File: config.mk
export PLATFORM = sky130hd
export DESIGN_NAME = ile_cell
export DESIGN_NICKNAME = d
export VERILOG_FILES = /design/src/rtl/ile_pkg.sv /design/src/rtl/ile_cell.sv
export SDC_FILE = /design/constraint.sdc
export NUM_CORES = 1
export LEC_CHECK = 0
export BUFFER_PORTS_ARGS = -buffer_cell sky130_fd_sc_hd__clkbuf_2
export CAP_MARGIN = 0
export CELL_PAD_IN_SITES_DETAIL_PLACEMENT = 2
export CELL_PAD_IN_SITES_GLOBAL_PLACEMENT = 2
export CORE_MARGIN = 2
export CORE_UTILIZATION = 24
export CTS_CLUSTER_SIZE = 10
export DETAILED_ROUTE_END_ITERATION = 6
export MAX_ROUTING_LAYER = met4
export PLACE_DENSITY = 0.83
export RECOVER_POWER = 100
export SLEW_MARGIN = 20
export SYNTH_ARGS = -nofsm -noshare
export SYNTH_HDL_FRONTEND = slang
export SYNTH_SLANG_ARGS = --single-unit
File: constraint.sdc
create_clock -name clk -period 4.84 [get_ports clk]
set_input_delay 0.968 -clock clk [delete_from_list [all_inputs] [get_ports clk]]
set_output_delay 0.968 -clock clk [all_outputs]
set_load 0.01 [all_outputs]
File: src/rtl/ile_pkg.sv
`timescale 1ns / 1ps
// ----------------------------------------------------------------------------
// ile_pkg: shared definitions of the indexed list engine
// Opcodes, status codes, cell shift modes and default sizes.
// ----------------------------------------------------------------------------
package ile_pkg;

	// default sizes
	localparam int DEPTH_DEF      = 64;
	localparam int VALUE_BITS_DEF = 32;

	// fixed field widths of the ports
	localparam int OPCODE_W   = 3;
	localparam int POSITION_W = 12;
	localparam int ITEM_W     = 32;
	localparam int STATUS_W   = 2;
	localparam int COUNT_W    = 11;

	// opcodes
	localparam logic [OPCODE_W-1:0] OP_APPEND = 3'd0;
	localparam logic [OPCODE_W-1:0] OP_INSERT = 3'd1;
	localparam logic [OPCODE_W-1:0] OP_REMOVE = 3'd2;
	localparam logic [OPCODE_W-1:0] OP_POP    = 3'd3;
	localparam logic [OPCODE_W-1:0] OP_AT     = 3'd4;
	localparam logic [OPCODE_W-1:0] OP_COUNT  = 3'd5;
	localparam logic [OPCODE_W-1:0] OP_FIND   = 3'd6;
	localparam logic [OPCODE_W-1:0] OP_CLEAR  = 3'd7;

	// result status codes
	localparam logic [STATUS_W-1:0] ST_OK      = 2'd0;
	localparam logic [STATUS_W-1:0] ST_FULL    = 2'd1;
	localparam logic [STATUS_W-1:0] ST_MISSING = 2'd2;
	localparam logic [STATUS_W-1:0] ST_RANGE   = 2'd3;

	// cell shift modes
	localparam logic [1:0] MODE_HOLD   = 2'd0;
	localparam logic [1:0] MODE_INSERT = 2'd1;
	localparam logic [1:0] MODE_DELETE = 2'd2;

	// broadcast control to every cell of the chain
	typedef struct packed {
		logic [1:0] mode;
		logic       probe;
	} ile_cell_ctl_t;

endpackage

File: src/rtl/ile_cell.sv
`timescale 1ns / 1ps
// ----------------------------------------------------------------------------
// ile_cell: one storage cell of the list chain
// Holds one entry, takes a neighbor's value on insert or delete shifts and
// registers its match and read-out leaf for the reduction tree.
// ----------------------------------------------------------------------------
module ile_cell #(
	parameter int POS        = 0,
	parameter int DEPTH      = 64,
	parameter int VALUE_BITS = 32,
	localparam int IW        = (DEPTH > 1) ? $clog2(DEPTH) : 1,
	localparam int LW        = $clog2(DEPTH + 1)
) (
	input  logic                    clk,
	input  ile_pkg::ile_cell_ctl_t  ctl,
	input  logic [IW-1:0]           target,
	input  logic [IW-1:0]           pick,
	input  logic [LW-1:0]           length,
	input  logic [VALUE_BITS-1:0]   key,
	input  logic [VALUE_BITS-1:0]   left_val,
	input  logic [VALUE_BITS-1:0]   right_val,
	output logic [VALUE_BITS-1:0]   value,
	output logic                    leaf_hit,
	output logic [VALUE_BITS-1:0]   leaf_val
);
	import ile_pkg::*;

	localparam logic [IW-1:0] MY_IDX = IW'(POS);
	localparam logic [LW-1:0] MY_LEN = LW'(POS);

	logic [VALUE_BITS-1:0] value_q;
	logic                  hit_s1;
	logic [VALUE_BITS-1:0] pick_s1;

	// entry storage with neighbor shifts
	always_ff @(posedge clk) begin
		case (ctl.mode)
			MODE_INSERT: begin
				if (MY_IDX > target) begin
					value_q <= left_val;
				end else if (MY_IDX == target) begin
					value_q <= key;
				end
			end
			MODE_DELETE: begin
				if (MY_IDX >= target) begin
					value_q <= right_val;
				end
			end
			default: begin
			end
		endcase
	end

	// leaves for the count, search and read-out tree
	always_ff @(posedge clk) begin
		if (ctl.probe) begin
			hit_s1  <= (value_q == key) && (MY_LEN < length);
			pick_s1 <= (MY_IDX == pick) ? value_q : '0;
		end
	end

	assign value    = value_q;
	assign leaf_hit = hit_s1;
	assign leaf_val = pick_s1;

endmodule

==> impl_metrics.yaml <==
synth:
  yosys.area.top_type: "edfxtp_1"
  synth_top_area_frac: 0.654
  ys_types: 18
  mappedNetlistNets: 306
  synth_async_sr_flop_share: 0
  yosysMostFrequentCell: "edfxtp_1"
  post_synth.cell_area_avg_um2: 16.0
  synth_edf_count: 65
  ys.flop_type: "edfxtp_1"
  yosysSeqAreaShare: 0.654
  netlist_area_um2: 2980
  synth_common_cells: "65 x edfxtp_1, 32 x and2_1, 30 x mux2_2, 28 x xor2_1, 9 x nor4_1"
  syn_inst: 187
  synthTopCellsByArea: "edfxtp_1 65%, mux2_2 11%, xor2_1 8.2%"
  ys_warn_count: 0
  ys_ff_latch: 65
sta:
  maxSlewViolCount: 67
  fin_ws_ns: 1.46
  setup_viol: 0
  fmaxAchievable_mhz: 296
  finClkSkew_ns: 0.00469
  slew_headroom: -0.385
  setup_tns_ns: 0
  finalHoldViolations: 0
  fin_crit_ns: 3.38
  fin_crit_sh: 0.698
  rsz0062_at_grt: "false"
  worst_pin_slew_ns: 2.08
setup_path:
  required_ns: 5.04
  r2r-start: "value[18]"
  worstSetupStartpointType: "input port"
  worstPathArrival_ns: 3.58
  worstPathMaxFanout: 13
  crit_type: "in -> reg"
  end_kind: "flip-flop"
  startpoint: "pick[3]"
  reg2reg_depth: 4
floorplanning:
  start_util: 0.247
  fp.dieH_um: 115
  die_area_um2: 13300
  dieWidth_um: 115
  core_area_um2: 12100
  io_pins: 184
  row_count: 40
clock_network:
  numCtsBuffers: 9
  cts.reportedPaths.clkPinSlew_ns: 0.05
  post-cts-setup-buffer-count: 0
  clk_path_buf_depth: 2
  cts_hold_buf: 0
  cts_tree: "done"
  cts_resized: 0
  htreeDepth: 3
  cts_sinks: 65
  clockRootBuffer: "clkbuf_16"
  clkLatencyLatePin_ns: 0.34
global_routing:
  grt_usage: 0.142
  grt_max_degree: 34
  antenna_found_initial: 0
  grt_pass1_wl_um: 13300
  grt_pass1_vias: 2485
  grt_overflow: 0
detailed_routing:
  vias_per_cell: 4.24
  drt-initial-drc-count: 99
  vias: 2195
  drc: 0
  drt_wl_total_um: 8870
  detail-route-antenna-nets: 0
  wire_per_inst_um: 17.1
  first_pass_iters: 3
power:
  power_uw: 1430
  power_density_nw_per_um2: 347
  ir_drop_mv: 0.134
  leakage_uw: 0.00155
worst_hold_path:
  hold_class: "reg -> reg"
  min_path_cells: 1
  min_from: "value[9]"
placed_design:
  globalplace.congestion: 0.742
  io_buffers: 151
  dp_hpwl_um: 6840
  preCtsSetupSlack_ns: 1.94
  placed_cell_area_um2: 3960
run:
  maxCapViolations: 2
cells_and_area:
  antenna_cells: 0
  fin_nets: 465
  design_area_um2: 4110
  drive_gt1_frac: 0.357
  areaGrowthSynthToFinish_pct: 37.9
  fillers: 1305
status:
  violations: "capacitance limit, slew limit"
  status: "finished with violations"
sequential cells by signal (all words and copies together), names as in the netlist:
signal / cells
leaf_hit: 1
leaf_val: 32
value: 32
cell type report:
type / instances / area (um^2) / area share
flip-flops and latches: 65 / 1950 / 0.474
multi-input cells: 115 / 966 / 0.235
repair buffers: 155 / 686 / 0.167
clock buffers: 10 / 229 / 0.0557
well taps: 168 / 210 / 0.0511
clock inverters: 5 / 71.3 / 0.0173
worst max-delay path: stages:
cell	delay (ns)
clkbuf_2	0.07
or4_1	0.53
nor3_1	0.96
clkbuf_1	0.44
clkbuf_1	0.41
and2_0	0.20
metal layers:
layer	part of all wire	GRT usage	up-vias
li1	-	-	1010
met3	0.077	0.0554	13
met2	0.52	0.245	98
met5	0	-	-
met1	0.39	0.149	1074
met4	0.012	0.0458	0
final timing paths:
path	endpoint	slack, ns
worst min register to register	leaf_val[9]	0.61
worst max-delay path	leaf_val[14]	1.46
worst max register to register	leaf_hit	2.72
worst min-delay path	leaf_val[9]	0.61
metrics by stage:
| step | hold slack, ns | std cells | utilization |
|---|---|---|---|
| 2_1_floorplan | 0.638 | 187 | - |
| 3_3_place_gp | 0.586 | 501 | 0.326 |
| 3_5_place_dp | 0.602 | 503 | 0.328 |
| 4_1_cts | 0.614 | 518 | 0.353 |
| 5_1_grt | 0.632 | 518 | 0.341 |
| 6_report | 0.606 | 518 | 0.341 |
cells in the final DEF (no fill, tap or decap):
master and instances:
a2111oi_0 1, and2_0 25, and2_1 7, bufinv_16 2
clkbuf_1 73, clkbuf_16 9, clkbuf_2 83, clkinv_1 3
edfxtp_1 65, mux2_1 2, mux2_2 30, nand3_1 1
nand4_1 2, nor2b_2 1, nor3_1 2, nor4_1 9
or4_1 2, xnor2_1 5, xor2_1 28
kinds of logic after synthesis:
family | after synthesis | synth area share
mux | 32 | 0.121
compound gates | 1 | 0.00294
xor+xnor | 33 | 0.0969
simple gates | 49 | 0.107
buf+inv | 7 | 0.0176
flops | 65 | 0.654
power breakdown:
part / switching, uW / internal [uW]
clock network: 242 / 443
logic: 52.1 / 56.2
registers: 3.82 / 632
Power figures use the tool's default switching activity.
